**src/design/tnpp_pkg.sv**
```systemverilog
// Package for the task name pattern parser.
// Holds the parser phase type, character codes, frequency limits and word layouts.
// No dependencies.
package tnpp_pkg;

	typedef enum logic [2:0] {
		PH_V    = 3'd0,
		PH_A    = 3'd1,
		PH_R    = 3'd2,
		PH_US   = 3'd3,
		PH_S    = 3'd4,
		PH_E    = 3'd5,
		PH_F    = 3'd6,
		PH_DONE = 3'd7
	} phase_t;

	localparam logic [7:0] CHAR_V    = 8'h76;
	localparam logic [7:0] CHAR_A    = 8'h61;
	localparam logic [7:0] CHAR_R    = 8'h72;
	localparam logic [7:0] CHAR_US   = 8'h5f;
	localparam logic [7:0] CHAR_0    = 8'h30;
	localparam logic [7:0] CHAR_9    = 8'h39;
	localparam logic [7:0] CHAR_NUL  = 8'h00;

	// Performance scale for a frequency of FREQ_MAX.
	localparam int unsigned PERF_ONE = 1024;

	localparam int unsigned FREQ_MIN  = 400;
	localparam int unsigned FREQ_MAX  = 2500;
	localparam int unsigned FREQ_STEP = 100;

	// Valid frequencies expressed in hundreds of MHz.
	localparam int unsigned HUND_MIN = FREQ_MIN / FREQ_STEP;
	localparam int unsigned HUND_MAX = FREQ_MAX / FREQ_STEP;

	localparam int unsigned PERF_W   = 11;
	localparam int unsigned PERF_SAT = (1 << PERF_W) - 1;

	localparam int unsigned IN_DATA_W  = 8;
	localparam int unsigned OUT_DATA_W = 40;

endpackage

```
**src/design/task_name_pattern_parser.sv**
```systemverilog
// Task name pattern parser top level: byte-wise parser of var_S_E[_FFFF] names.
// Depends on tnpp_pkg.
//
// The block takes one byte of a task name per clock on the s_ side and, on the
// word marked by s_tlast, delivers one result word on the m_ side, registered
// first in the input register and then in the output register. One byte is taken
// every cycle, except while a word marked by s_tlast waits in the input
// register for a full output register to drain; then the input stalls until
// m_tready rises. The throughput is set by a single register stage in front
// of the parser and the output register behind it, with no loop inside. The
// performance level is read from a small constant table indexed by the
// frequency in hundreds of MHz. A rejected name gives an all-zero result, and
// the parser returns to its reset state after every word marked by s_tlast.
module task_name_pattern_parser
	import tnpp_pkg::*;
(
	input  logic                  clk,
	input  logic                  arst_n,
	input  logic                  s_tvalid,
	output logic                  s_tready,
	input  logic [IN_DATA_W-1:0]  s_tdata,   // char_byte[7:0]
	input  logic                  s_tlast,   // end_of_name
	output logic                  m_tvalid,
	input  logic                  m_tready,
	// name_matched[0], cpu_first[7:1], cpu_last[14:8], has_frequency[15],
	// frequency_mhz[27:16], perf_level[38:28], zero[39]
	output logic [OUT_DATA_W-1:0] m_tdata
);

	// Input stage
	logic       valid_s1;
	logic [7:0] char_s1;
	logic       last_s1;

	// Parser state
	phase_t     phase_q;
	logic [2:0] count_q;
	logic [6:0] start_q;
	logic [6:0] end_q;
	logic [6:0] hund_q;     // first two frequency digits
	logic       tail_nz_q;  // a non-zero digit in the last two frequency places
	logic       failed_q;

	phase_t     phase_n;
	logic [2:0] count_n;
	logic [6:0] start_n;
	logic [6:0] end_n;
	logic [6:0] hund_n;
	logic       tail_nz_n;
	logic       failed_n;

	logic       out_valid_q;
	logic [OUT_DATA_W-1:0] out_data_q;

	logic       advance;
	logic       is_dig;
	logic [3:0] dig;
	logic       ok;
	logic       has_f;
	logic       hund_ok;
	logic [4:0] tab_idx;
	logic [PERF_W-1:0] perf_tab [HUND_MIN:HUND_MAX];
	logic [OUT_DATA_W-1:0] result;

	// Performance levels, rounded and saturated, worked out at elaboration.
	for (genvar gk = HUND_MIN; gk <= HUND_MAX; gk++) begin : g_perf
		localparam int unsigned RAW = (PERF_ONE * gk * 4 + 50) / 100;
		assign perf_tab[gk] = (RAW > PERF_SAT) ? PERF_W'(PERF_SAT) : PERF_W'(RAW);
	end

	// A closing word can only leave once the output register is free.
	assign advance  = valid_s1 && (!last_s1 || !out_valid_q || m_tready);
	assign s_tready = !valid_s1 || advance;

	always_ff @(posedge clk or negedge arst_n) begin
		if (!arst_n) begin
			valid_s1 <= 1'b0;
		end else if (s_tready) begin
			valid_s1 <= s_tvalid;
		end
	end

	always_ff @(posedge clk) begin
		if (s_tvalid && s_tready) begin
			char_s1 <= s_tdata[7:0];
			last_s1 <= s_tlast;
		end
	end

	assign is_dig = (char_s1 >= CHAR_0) && (char_s1 <= CHAR_9);
	assign dig    = is_dig ? 4'(char_s1 - CHAR_0) : 4'd0;

	always_comb begin
		phase_n   = phase_q;
		count_n   = count_q;
		start_n   = start_q;
		end_n     = end_q;
		hund_n    = hund_q;
		tail_nz_n = tail_nz_q;
		failed_n  = failed_q;
		if (!failed_q && phase_q != PH_DONE) begin
			unique case (phase_q)
				PH_V: begin
					if (char_s1 == CHAR_V) phase_n = PH_A; else failed_n = 1'b1;
				end
				PH_A: begin
					if (char_s1 == CHAR_A) phase_n = PH_R; else failed_n = 1'b1;
				end
				PH_R: begin
					if (char_s1 == CHAR_R) phase_n = PH_US; else failed_n = 1'b1;
				end
				PH_US: begin
					if (char_s1 == CHAR_US) begin
						phase_n = PH_S;
						count_n = 3'd0;
					end else begin
						failed_n = 1'b1;
					end
				end
				PH_S: begin
					if (is_dig && count_q < 3'd2) begin
						start_n = 7'(start_q * 7'd10 + 7'(dig));
						count_n = count_q + 3'd1;
					end else if (char_s1 == CHAR_US && count_q != 3'd0) begin
						phase_n = PH_E;
						count_n = 3'd0;
					end else begin
						failed_n = 1'b1;
					end
				end
				PH_E: begin
					if (is_dig && count_q < 3'd2) begin
						end_n   = 7'(end_q * 7'd10 + 7'(dig));
						count_n = count_q + 3'd1;
					end else if (char_s1 == CHAR_US && count_q != 3'd0) begin
						phase_n = PH_F;
						count_n = 3'd0;
					end else if (char_s1 == CHAR_NUL && count_q != 3'd0) begin
						phase_n = PH_DONE;
						count_n = 3'd0;
					end else begin
						failed_n = 1'b1;
					end
				end
				PH_F: begin
					if (is_dig && count_q < 3'd4) begin
						if (count_q < 3'd2) begin
							hund_n = 7'(hund_q * 7'd10 + 7'(dig));
						end else if (dig != 4'd0) begin
							tail_nz_n = 1'b1;
						end
						count_n = count_q + 3'd1;
					end else if (char_s1 == CHAR_NUL && count_q == 3'd4) begin
						phase_n = PH_DONE;
					end else begin
						failed_n = 1'b1;
					end
				end
				default: failed_n = 1'b1;
			endcase
		end
	end

	// The frequency is valid exactly when its hundreds lie in range and the
	// last two digits are zero.
	always_comb begin
		has_f   = (count_n == 3'd4);
		hund_ok = !tail_nz_n && (hund_n >= 7'(HUND_MIN)) && (hund_n <= 7'(HUND_MAX));
		ok      = !failed_n && (phase_n == PH_DONE) && (start_n <= end_n)
		          && (!has_f || hund_ok);
		tab_idx = hund_ok ? hund_n[4:0] : 5'(HUND_MIN);
		result  = '0;
		if (ok) begin
			result[0]    = 1'b1;
			result[7:1]  = start_n;
			result[14:8] = end_n;
			if (has_f) begin
				result[15]    = 1'b1;
				result[27:16] = 12'(hund_n) * 12'd100;
				result[38:28] = perf_tab[tab_idx];
			end
		end
	end

	always_ff @(posedge clk or negedge arst_n) begin
		if (!arst_n) begin
			phase_q   <= PH_V;
			count_q   <= 3'd0;
			start_q   <= 7'd0;
			end_q     <= 7'd0;
			hund_q    <= 7'd0;
			tail_nz_q <= 1'b0;
			failed_q  <= 1'b0;
		end else if (advance) begin
			if (last_s1) begin
				phase_q   <= PH_V;
				count_q   <= 3'd0;
				start_q   <= 7'd0;
				end_q     <= 7'd0;
				hund_q    <= 7'd0;
				tail_nz_q <= 1'b0;
				failed_q  <= 1'b0;
			end else begin
				phase_q   <= phase_n;
				count_q   <= count_n;
				start_q   <= start_n;
				end_q     <= end_n;
				hund_q    <= hund_n;
				tail_nz_q <= tail_nz_n;
				failed_q  <= failed_n;
			end
		end
	end

	always_ff @(posedge clk or negedge arst_n) begin
		if (!arst_n) begin
			out_valid_q <= 1'b0;
		end else if (advance && last_s1) begin
			out_valid_q <= 1'b1;
		end else if (m_tready) begin
			out_valid_q <= 1'b0;
		end
	end

	always_ff @(posedge clk) begin
		if (advance && last_s1) begin
			out_data_q <= result;
		end
	end

	assign m_tvalid = out_valid_q;
	assign m_tdata  = out_data_q;

endmodule

```
**config.mk**
```make
export PLATFORM = sky130hd
export DESIGN_NAME = task_name_pattern_parser
export DESIGN_NICKNAME = d
export VERILOG_FILES = /design/src/design/tnpp_pkg.sv /design/src/design/task_name_pattern_parser.sv
export SDC_FILE = /design/constraint.sdc
export NUM_CORES = 1
export LEC_CHECK = 0
export BUFFER_PORTS_ARGS = -buffer_cell sky130_fd_sc_hd__buf_2
export CAP_MARGIN = 20
export CELL_PAD_IN_SITES_DETAIL_PLACEMENT = 0
export CELL_PAD_IN_SITES_GLOBAL_PLACEMENT = 1
export CORE_MARGIN = 8
export CORE_UTILIZATION = 47
export DETAILED_ROUTE_END_ITERATION = 7
export GPL_ROUTABILITY_DRIVEN = 1
export PLACE_DENSITY = 0.9
export RECOVER_POWER = 50
export SYNTH_ARGS = -nofsm -noshare
export SYNTH_HDL_FRONTEND = slang
export SYNTH_SLANG_ARGS = --single-unit
```
**constraint.sdc**
```tcl
create_clock -name clk -period 5.5 [get_ports clk]
set_clock_uncertainty 0.15 [all_clocks]
set_input_delay 0.825 -clock clk [delete_from_list [all_inputs] [get_ports clk]]
set_output_delay 0.825 -clock clk [all_outputs]
set_load 0.01 [all_outputs]
```
## Yosys cells after proc, flatten, opt, wreduce, memory -nomap -nowiden

Memory sizes are Yosys's and may differ from the RTL's. A register that Yosys moved wholly into a read port is not among the register bits.
Index checks and enable logic that the tools add are counted.
W data, S select, Z words.

| cells by class | value |
|---|---|
| add/subtract/negate cells | 5 |
| $mul | 4 |
| magnitude comparators | 8 |
| eq/ne operators | 14 |
| muxes and demuxes | 65 |
| bitwise logic cells | 1 |
| reductions and logical operators | 33 |

Operator list:

| cell | count |
|---|---|
| $mux W7 | 13 |
| $mux W3 | 22 |
| $eq A8 B7 Y1 const B | 4 |
| $mux W1 | 23 |
| $mux W11 | 2 |
| $add A7 B4 Y7 | 3 |
| $mul A7 B3 Y6 const B | 3 |
| $pmux W3 S7 | 1 |
| $eq A3 B3 Y1 const B | 6 |
| $logic_and A1 B1 Y1 | 15 |
| $pmux W3 S4 | 1 |
| $mul A7 B5 Y10 const B | 1 |
| $ge A8 B6 Y1 const B | 1 |
| $le A8 B6 Y1 const B | 1 |
| $logic_not A1 Y1 | 8 |
| $logic_not A8 Y1 | 1 |
| $ge A7 B3 Y1 const B | 1 |
| $le A7 B5 Y1 const B | 1 |
| $le A7 B7 Y1 | 1 |
| $pmux W1 S7 | 1 |
| $eq A3 B2 Y1 const B | 2 |
| $ge A6 B6 Y1 const B | 1 |
| $not A5 Y6 | 1 |
| $mux W5 | 1 |
| other kinds (13) | 16 |

| storage, ports and cells | value |
|---|---|
| register bits after elaboration | 79 |
| ROM bits | 352 |
| input bits | 13 |
| output and inout bits | 42 |
| logic and storage cells | 145 |
| memories kept | 1 |

Memories:

| name | depth | width | read ports | clocked after Yosys merged registers in | wr ports | line | text |
|---|---|---|---|---|---|---|---|
| (no name shown) | 32 | 11 | 1 | 1 | 0 | task_name_pattern_parser.sv:180 | `result[38:28] = perf_tab[tab_idx];` |

## Longest topological paths before layout

Gate-level depths: netlist of the first run.

| logic depth | value |
|---|---|
| word-level depth | 17 |
| gate-level depth with buffers | 24 |

## Worst setup path before layout of the first run

Ideal clock, no wire load.

| timing | value |
|---|---|
| kind | register to register |
| start point | reg char_s1[2] |
| end point | reg out_data_q[27] (netlist: m_tdata[27]), data pin |
| arrival | 4.304 ns |
| required time | 5.093 ns |
| slack | 0.789 ns |
| stages on the path, launching flop included | 20 |
| buffers on the path | 2 |
| period minus slack after synthesis | 4.711 ns |
| path through | edfxtp_1 -> buf_6 -> o21ai_1 -> and3_1 -> ha_1 -> inv_1 -> fa_1 -> inv_1 -> mux2i_2 -> buf_2 -> ha_1 -> inv_1 -> ha_1 -> fa_1 -> ha_1 -> a21o_1 -> a21o_1 -> a21oi_1 -> xnor2_1 -> nor2_1 |

| between the ends | value |
|---|---|
| longest elaborated chain between the ends | 15 |

RTL lines:

| element | line | text |
|---|---|---|
| from (decl) | task_name_pattern_parser.sv:32 | `logic [7:0] char_s1;` |
| from (signal assigned) | task_name_pattern_parser.sv:85 | `char_s1 <= s_tdata[7:0];` |
| parallel branches: the longest is 15 deep, another holds $mul A7 B5 Y10 | - |  |
| to (signal assigned) | task_name_pattern_parser.sv:227 | `out_data_q <= result;` |
| to (decl) | task_name_pattern_parser.sv:53 | `logic [OUT_DATA_W-1:0] out_data_q;` |

Several ways; the timed one is not identified.
A chain may end at the register's enable or synchronous reset.

## Final worst setup path of the first run

| timing | value |
|---|---|
| start point | reg char_s1[7] |
| end point | reg out_data_q[30] (netlist: m_tdata[30]), data pin |

| between the ends | value |
|---|---|
| longest elaborated chain between the ends | 16 |

RTL lines:

| element |
|---|
| parallel branches: the longest is 16 deep, another holds $ge A8 B6 Y1 |

Several ways; the timed one is not identified.

==> results of run 1 <==
[power groups by stage]
| stage | registers (µW) | clock network (µW) | logic [µW] |
|---|---|---|---|
| after floorplan | 672 | 0 | 111 |
| after global placement | 688 | 0 | 139 |
| after detailed placement | 690 | 0 | 139 |
| after CTS | 678 | 588 | 140 |
| after global routing | 683 | 606 | 151 |
| final | 679 | 580 | 136 |
[worst max-delay path, stage by stage (launching register included)]
cell and delay, ps:
edfxtp_1 430, nand4bb_1 260, or3_1 410, inv_1 220
ha_1 270, a21oi_1 190, o21bai_1 100, xor2_1 130
mux2_2 390, inv_1 150, buf_4 220, ha_1 200
nand2b_1 150, nand3_1 130, o221ai_2 190, nor2_2 260
inv_1 140, ha_1 240, and2_1 140, o31ai_1 210
a22o_1 180, a21oi_2 50
[cells in the mapped netlist (7+ instances only)]
| cell type | n | share of area |
|---|---|---|
| xnor2_1 | 26 | 0.040 |
| a21o_1 | 8 | 0.011 |
| nand3_1 | 16 | 0.014 |
| ha_1 | 69 | 0.15 |
| o21ai_0 | 43 | 0.038 |
| a21oi_1 | 18 | 0.016 |
| dfrtp_1 | 31 | 0.14 |
| clkbuf_1 | 10 | 0.0066 |
| buf_2 | 7 | 0.0061 |
| nand2_1 | 43 | 0.028 |
| fa_1 | 8 | 0.028 |
| nor3_1 | 8 | 0.0070 |
| edfxtp_1 | 46 | 0.24 |
| nor2_1 | 52 | 0.034 |
| inv_1 | 47 | 0.031 |
| mux2i_1 | 14 | 0.025 |
[sequential cells by signal, indices dropped and copies added (netlist names)]
| signal | cells |
|---|---|
| failed_q | 1 |
| phase_q | 3 |
| char_s1 | 8 |
| start_q | 7 |
| tail_nz_q | 1 |
| last_s1 | 1 |
| m_tdata | 37 |
| count_q | 3 |
| valid_s1 | 1 |
| hund_q | 7 |
| m_tvalid | 1 |
| end_q | 7 |
[path summary, 6_finish.rpt]
path | from | end | slack (ps)
max | char_s1[7]$_DFFE_PP_ | m_tdata[30]$_SDFFCE_PN0P_ | 430
min | end_q[6]$_DFFE_PN0P_ | end_q[6]$_DFFE_PN0P_ | 330
max reg2reg | char_s1[7]$_DFFE_PP_ | m_tdata[30]$_SDFFCE_PN0P_ | 430
min reg2reg | end_q[6]$_DFFE_PN0P_ | end_q[6]$_DFFE_PN0P_ | 330
max in group asynchronous | arst_n | end_q[2]$_DFFE_PN0P_ | 3290
min in group asynchronous | arst_n | failed_q$_DFFE_PN0P_ | 820
[per-stage QoR]
step | worst slack [ps] | total power, µW | cell area (µm²)
2_1_floorplan | 789 | 784 | 5710
3_3_place_gp | 498 | 827 | 6060
3_5_place_dp | 295 | 829 | 6060
4_1_cts | 228 | 1410 | 6350
5_1_grt | 18.8 | 1440 | 6320
6_report | 430 | 1400 | 6320
[per-layer routing]
layer / GRT usage / vias to the layer above
met5: 0 / -
met4: 0.0835 / 0
met1: 0.212 / 2171
met3: 0.0262 / 29
met2: 0.271 / 130
li1: - / 2132
[layout make-up]
class	instances	area share
flip-flops and latches	77	0.341
clock inverters	3	0.00297
well taps	147	0.0291
clock buffers	13	0.0427
multi-input cells	420	0.512
repair buffers	60	0.0431
inverters	48	0.0291
[cells by family after synthesis]
group | Yosys count | share of synthesized area
multiplexers | 18 | 0.0336
AND/OR/NAND/NOR | 170 | 0.161
buffers and inverters | 72 | 0.0562
adder cells (fa/ha/maj) | 77 | 0.180
other | 1 | 0.000658
AO/OA/AOI/OAI | 121 | 0.143
flip-flops | 77 | 0.378
XOR/XNOR | 31 | 0.0476
[repair_timing]
item,in CTS,in global routing
setup endpoints to repair,0,5
gates resized for setup,0,3
buffers inserted,0,2
==> impl_results.md, run 1 <==
- M1 wire length: roughly 6000 µm
- Met2 WL: between 6000 and 7000 µm
- Fraction of layout cells with a size suffix above 1: 0.103
- Full die area: roughly 16000 µm²
- Post-Place Cells: 750
- TritonCTS Buffers: 9
- Synth unique cells: 76
- Vias per cell: 5.81
- CTS tree: built
- Top sig layer: met4
- Hold Path Depth: 2
- Worst-margin pin slew: 1860 ps
- Post-Syn Instances: 567
- CP Capture Type: flop
- Met3 wire len: 607 µm
- Combinational Power Share: 0.097
- Routed Antenna Nets: 0
- Clock buffer depth: 2
- CP startpoint kind: flop
- WS Path Type: reg2reg
- Ys async rst share: 0.403
- Maxcap violations: 1
- GRT overflow: 0
- R2R depth: 21
- Failing checks: capacitance limit, slew limit
- Psw: between 300 and 400 µW
- Fin crit period: 5070 ps
- Row Count: 40
- RSZ-0062 raised after global routing: no
- Final Slew Violations: 32
- PortBufs: between 50 and 60
- Wire per inst: 17.1 µm
- Die height: roughly 130 µm
- Initial antenna violation count: 0
- DP HPWL: 9600 µm
- Clock latency on the worst-skew pair: 350 ps
- Synthesis-to-finish area growth: 10.9%
- GP Congestion: just under 0.9
- Crit path required time: ~5500 ps
- Post-CTS Hold Buffers: 0
- Post-synthesis sequential area ratio: 0.378
- Final Cycle Share: 0.922
- WHS: roughly 330 ps
- Main flop type after synthesis: edfxtp_1
- Fin. Hold Viols: 0
- First-pass GRT wire length: 21600 µm
- Commonest cells after routing, fill and taps aside: 69 x ha_1, 51 x nor2_1, 46 x inv_1, 46 x edfxtp_1
- Pin count of the biggest net entering global routing: 33
- Min-Delay Path Class: reg2reg
- Internal Power: 1030 µW
- Mean area per synthesized cell: 10.1 µm²
- Reg area: between 2000 and 2500 µm²
- # diodes: 0
- Warnings, synthesis: 0
- Initial DRC Count: between 300 and 400
- Setup TNS: 0 ps
- Nets: about 710
- Commonest non-fill, non-tap cell in the layout: ha_1
- Clock Sinks: 77
- Worst rel slew slack: -0.239
- Final setup viols: 0
- Final Core Density: 0.531
- FF+latch count, synth: 77
- Clk pwr share: 0.416
- Clock root cell: clkbuf_16
- Clock slew seen by the registers of the worst setup and hold paths: approximately 60 ps
- Routed wire length: 13100 µm
- Fmax: 197 MHz
- Finished Layout Cells: 768
- LEAKAGE: approximately 0.0028 µW
- Tot GR Track Use: 0.167
- Flop pwr share: 0.487
- Vias in the first global route: approximately 4400
- Initial core utilization: 0.479
- Via Count: around 4500
- Htree depth: 3
- Outcome: complete, but fails checks
- Number of flops mapped to enable cells by yosys: 46
- Number of I/O pins: 55
- DRT Pass-1 Iters: 5
- Net Sw Frac: 0.262
- DRC: 0
- Maximum vdd ir drop: 0.125 mV
- Core ar.: roughly 12000 µm²
- Critical path arrival: 5020 ps
- Area of the multi-input gates: 3240 µm²
- CP max FO: 17
- Fillers: ~1100
- Netlist Area Pre-Place: 5700 µm²
- Die X: about 130 µm
- PD cells: 221 nW/µm²
(Power assumes the default switching activity.)
==> inputs of run 2 (changes only) <==
- ABC_AREA: unset -> 1
- CORE_UTILIZATION: 47 -> 46
- PLACE_DENSITY: 0.9 -> 0.91
==> impl_results.md, run 2 <==
- Initial DRC Count: between 300 and 400
- CP Capture Type: flop
- Post-synthesis sequential area ratio: 0.360
- Commonest cells after routing, fill and taps aside: 126 x nand2_1, 91 x inv_1, 69 x ha_1
- Number of flops mapped to enable cells by yosys: 46
- Psw: 384 µW
- Clk pwr share: 0.426
- DRC: 0
- Tot GR Track Use: 0.172
- PortBufs: 51
- Design Area, Final: between 6000 and 7000 µm²
- Post-Syn Instances: a little under 700
- Post-CTS Setup Inserts: 0
- Clock buffer depth: 2
- CTS tree: built
- Pin count of the biggest net entering global routing: 38
- Fin crit period: slightly below 5000 ps
- Synthesis-to-finish area growth: 10.6%
- Die height: around 130 µm
- Fin. Hold Viols: 0
- Vias in the first global route: 4791
- # diodes: 0
- DP HPWL: approximately 10000 µm
- PostCTS Resize Cnt: 0
- Top post-synthesis cells by area: edfxtp_1 23%, ha_1 14%, dfrtp_1 13%
- Number of I/O pins: 55
- WS Path Type: reg2reg
- Failing checks: capacitance limit, slew limit
- Min-Delay Path Class: reg2reg
- Internal Power: roughly 1000 µW
- DRT Pass-1 Iters: 5
- Final Slew Violations: 70
- Die X: about 130 µm
- Clock Sinks: between 70 and 80
- Clock latency on the worst-skew pair: 350 ps
- Routed wire length: 13700 µm
- Commonest cells in the synthesized netlist: 126 x nand2_1, 91 x inv_1, 69 x ha_1
- GP Congestion: around 0.91
- LEAKAGE: 0.00310 µW
- Row Count: 41
- Yosys top cell area share: 0.231
- Initial core utilization: 0.473
- Net Sw Frac: 0.268
- Most frequent cell after synthesis: nand2_1
- Mean area per synthesized cell: slightly below 9 µm²
- CP max FO: 13
- PD cells: 216 nW/µm²
- Maxcap violations: 2
- Slowest-stage cell, CP: edfxtp_1
- Fmax: between 200 and 250 MHz
- Clock slew seen by the registers of the worst setup and hold paths: 60 ps
- Netlist Area Pre-Place: ~6000 µm²
- Setup TNS: 0 ps
- Wire per inst: 14.9 µm
- Commonest non-fill, non-tap cell in the layout: nand2_1
- Warnings, synthesis: 0
- GRT overflow: 0
- Post-CTS Hold Buffers: 0
- CP startpoint kind: flop
- Maximum vdd ir drop: around 0.13 mV
- Number of flip-flops in the largest register: 37
- Fraction of layout cells with a size suffix above 1: 0.117
- Critical path arrival: between 4000 and 5000 ps
- Flop pwr share: 0.466
- First-pass GRT wire length: ~23000 µm
- Fillers: about 1200
- Final Cycle Share: 0.898
- RSZ-0062 raised after global routing: no
- Placed inst area: ~6400 µm²
- Worst rel slew slack: -0.342
- Full die area: about 17000 µm²
- Worst-margin pin slew: approximately 2000 ps
- Area leader, netlist: edfxtp_1
- TritonCTS Buffers: 9
- Final setup viols: 0
- Outcome: complete, but fails checks
- Via Count: roughly 4800
- Nets: about 840
- Top cell by count, worst path: nand2_1
- Clock root cell: clkbuf_16
- Ys async rst share: 0.403
- Htree depth: 3
- Combinational Power Share: 0.108
- Routed Antenna Nets: 0
- FF+latch count, synth: 77
- Vias per cell: 5.19
- Initial antenna violation count: 0
- Core ar.: around 13000 µm²
- Main flop type after synthesis: edfxtp_1
- Crit path required time: 5440 ps
- Worst stage delay on the critical path: roughly 440 ps
- Synth unique cells: 53
run 2: cell count changes after synthesis, moves of 6 or more:
cell | before | now
a21o_1 | 8 | 0
inv_1 | 47 | 91
inv_2 | 0 | 6
mux2i_1 | 14 | 0
nand2_1 | 43 | 126
nand2_2 | 0 | 9
nand3_1 | 16 | 41
nand4_1 | 4 | 18
nor2_1 | 52 | 66
nor2_2 | 0 | 7
o22ai_1 | 5 | 16
xnor2_1 | 26 | 13
run 2: logic make-up (layout without fill, tap and decap cells):
kind of cell	Yosys count	after routing	share of synthesized area
other	1	3	0.000626
AOI/OAI and AO/OA	97	97	0.0965
xor gates and xnor gates	22	22	0.0322
buffers and inverters	120	175	0.0902
DFF	77	77	0.360
adders and majority gates	77	77	0.171
and+or+nand+nor	299	299	0.250
run 2: worst paths after layout:
| check | start | endpoint | slack [ps] | cells after the start |
|---|---|---|---|---|
| min | start_q[6]$_DFFE_PN0P_ | start_q[6]$_DFFE_PN0P_ | 360 | 2 |
| min in group asynchronous | arst_n | hund_q[4]$_DFFE_PN0P_ | 810 | 1 |
| max reg2reg | char_s1[3]$_DFFE_PP_ | m_tdata[29]$_SDFFCE_PN0P_ | 560 | 29 |
| max | char_s1[3]$_DFFE_PP_ | m_tdata[29]$_SDFFCE_PN0P_ | 560 | 29 |
| min reg2reg | start_q[6]$_DFFE_PN0P_ | start_q[6]$_DFFE_PN0P_ | 360 | 2 |
| max in group asynchronous | arst_n | end_q[2]$_DFFE_PN0P_ | 3340 | 1 |
run 2: per-layer routing:
metal	global-route usage	vias to the layer above	share of wire
met1	0.218	2244	0.46
met5	0	-	0
met2	0.281	116	0.47
met3	0.0318	18	0.048
li1	-	2403	-
met4	0.0765	0	0.020
run 2: power by group through the flow:
stage               combinational (µW)  clock (µW)  sequential [µW]
floorplan                          115           0              671
detailed placement                 160           0              676
global placement                   160           0              676
global route                       176         645              671
finish                             155         611              667
CTS                                160         621              665
run 2: layout make-up:
cell class,count,area (µm²),share of cell area
inverters,103,407,0.0614
clock buffers,11,243,0.0366
well taps,172,215,0.0325
flip-flops and latches,77,2160,0.326
repair buffers,56,236,0.0357
clock inverters,5,60.1,0.00907
multi-input cells,498,3310,0.499
run 2: critical path: cells and delay by family, from the launching register on:
family / cells / cell delay [ps]
simple gates: 15 / 1660
buf+inv: 6 / 570
flops: 1 / 440
xor+xnor: 1 / 130
compound gates: 3 / 500
fa+ha+maj: 4 / 1220
run 2: stage by stage:
stage	utilization	total power [µW]	hold WS [ps]	worst slack [ps]	std cells
after floorplan	-	786	298	840	695
after global placement	0.503	835	319	751	906
after detailed placement	0.503	836	353	575	906
after CTS	0.527	1450	369	541	922
after global routing	0.523	1490	391	116	922
final	0.523	1430	360	562	922
==> inputs of run 3 (changes only) <==
- CAP_MARGIN: 20 -> unset
- PLACE_DENSITY: 0.91 -> unset
- PLACE_DENSITY_LB_ADDON: unset -> 0.25
==> impl_results.md, run 3 (same netlist as run 2, synthesis figures left out) <==
- Worst rel slew slack: -0.371
- Commonest non-fill, non-tap cell in the layout: nand2_1
- TritonCTS Buffers: 9
- Clock latency on the worst-skew pair: ~350 ps
- WS Path Type: reg2reg
- Worst-margin pin slew: 2060 ps
- Post-Place Cells: about 900
- RSZ-0062 raised after global routing: no
- Routed Antenna Nets: 0
- CP max FO: 13
- Hold path start: start_q[4]$_DFFE_PN0P_
- PD cells: 221 nW/µm²
- Worst stage delay on the critical path: roughly 430 ps
- Top cell by count, worst path: nand2_1
- Post-CTS Hold Buffers: 0
- Slowest-stage cell, CP: edfxtp_1
- Min-Delay Path Class: reg2reg
- Hold Path Depth: 2
- LEAKAGE: about 0.0031 µW
- Pin count of the biggest net entering global routing: 38
- Core ar.: about 13000 µm²
- GP Congestion: about 0.87
- PostCTS Resize Cnt: 0
- Reg2Reg Launch Point: char_s1[3]$_DFFE_PP_
- Fmax: approximately 200 MHz
- Commonest cells after routing, fill and taps aside: 126 x nand2_1, 91 x inv_1, 69 x ha_1
- Vias per cell: 5.14
- Clock buffer depth: 2
- Outcome: complete, but fails checks
- Die height: roughly 130 µm
- Fin. Hold Viols: 0
- Synthesis-to-finish area growth: 11.0%
- PortBufs: just over 50
- R2R depth: 31
- CP Capture Type: flop
- Crit path required time: ~5400 ps
- Maximum vdd ir drop: ~0.16 mV
- M1 wire length: about 6400 µm
- Htree depth: 3
- Final Cycle Share: 0.907
- Row Count: slightly above 40
- Via Count: 4737
- Die X: roughly 130 µm
- Worst path buffer plus inverter count: 7
- Setup TNS: 0 ps
- First-pass GRT wire length: between 20000 and 25000 µm
- DRC: 0
- Final setup viols: 0
- Failing checks: capacitance limit, slew limit
- Fin crit period: 4990 ps
- Top sig layer: met4
- Clock slew seen by the registers of the worst setup and hold paths: 60 ps
- Number of flip-flops in the largest register: 37
- Full die area: roughly 17000 µm²
- Clock root cell: clkbuf_16
- Critical path arrival: 4920 ps
- CTS tree: built
- # diodes: 0
- Met2 WL: between 6000 and 7000 µm
- Reg-to-Reg End: m_tdata[29]$_SDFFCE_PN0P_
- Reg2Reg Setup Slack: approximately 500 ps
- GRT overflow: 0
- Final Slew Violations: 70
- CP startpoint kind: flop
- WHS: about 360 ps
- Post-CTS Setup Inserts: 0
- Wire per inst: roughly 15 µm
- Initial core utilization: 0.473
- Number of I/O pins: 55
- Worst hold endpoint: start_q[4]$_DFFE_PN0P_
- Nets: approximately 840
- Tot GR Track Use: 0.172
- DP HPWL: between 10000 and 15000 µm
- Vias in the first global route: about 4800
- Met3 wire len: between 600 and 700 µm
- DRT Pass-1 Iters: 5
- Design Power: 1470 µW
- Finished Layout Cells: between 900 and 1000
- Fraction of layout cells with a size suffix above 1: 0.117
- Initial DRC Count: 281
- Clock Sinks: between 70 and 80
- Initial antenna violation count: 0
- Maxcap violations: 2
- Routed wire length: between 10000 and 15000 µm
- Delay-heaviest family, CP: simple AND/OR/NAND/NOR gates
## run 3: cell types whose count changed in the layout (fill, tap and decap cells not counted)
| cell | previous run | this run |
|---|---|---|
| inv_6 | 0 | 1 |
| clkbuf_8 | 1 | 2 |
| clkinv_4 | 2 | 0 |
| clkbuf_16 | 9 | 10 |
| buf_2 | 12 | 11 |
## run 3: cell type report
cell class,instances,area (µm²)
fillers,1254,6020
multi-input cells,498,3310
flip-flops and latches,77,2160
inverters,103,407
clock buffers,12,278
repair buffers,56,235
well taps,172,215
clock inverters,4,51.3
## run 3: report_power, final
part	internal, µW	leakage (µW)	switching [µW]
Clock	404	0.000160	242
Sequential	642	0.000860	24.9
Combinational	42.3	0.00209	112
## run 3: per-stage QoR
stage / utilization / area, µm² / worst slack, ps
after floorplan: - / 6000 / 840
after global placement: 0.503 / 6380 / 735
after detailed placement: 0.503 / 6380 / 557
after CTS: 0.529 / 6710 / 530
after global routing: 0.525 / 6650 / 15.6
final: 0.525 / 6650 / 512
## run 3: how the worst max path moves through the flow
| stage | startpoint | to | slack [ps] | cells past startpoint |
|---|---|---|---|---|
| 6_report | char_s1[3]$_DFFE_PP_ | m_tdata[29]$_SDFFCE_PN0P_ | 510 | 31 |
| 4_1_cts | char_s1[3]$_DFFE_PP_ | m_tdata[29]$_SDFFCE_PN0P_ | 530 | 29 |
| 3_5_place_dp | char_s1[3]$_DFFE_PP_ | m_tdata[29]$_SDFFCE_PN0P_ | 560 | 29 |
| 3_3_place_gp | char_s1[3]$_DFFE_PP_ | m_tdata[27]$_SDFFCE_PN0P_ | 730 | 22 |
| 2_1_floorplan | char_s1[3]$_DFFE_PP_ | m_tdata[27]$_SDFFCE_PN0P_ | 840 | 23 |
| 5_1_grt | char_s1[5]$_DFFE_PP_ | m_tdata[29]$_SDFFCE_PN0P_ | 20 | 28 |
## run 3: tightest hold or removal path, stage by stage (launching register included)
cell and delay, ps:
dfrtp_1 360, nand2_1 50, o21ai_0 60
## run 3: metal layers
layer | global-route usage | vias to the layer above
li1 | - | 2409
met1 | 0.220 | 2200
met2 | 0.282 | 107
met3 | 0.0335 | 21
met4 | 0.0663 | 0
met5 | 0 | -
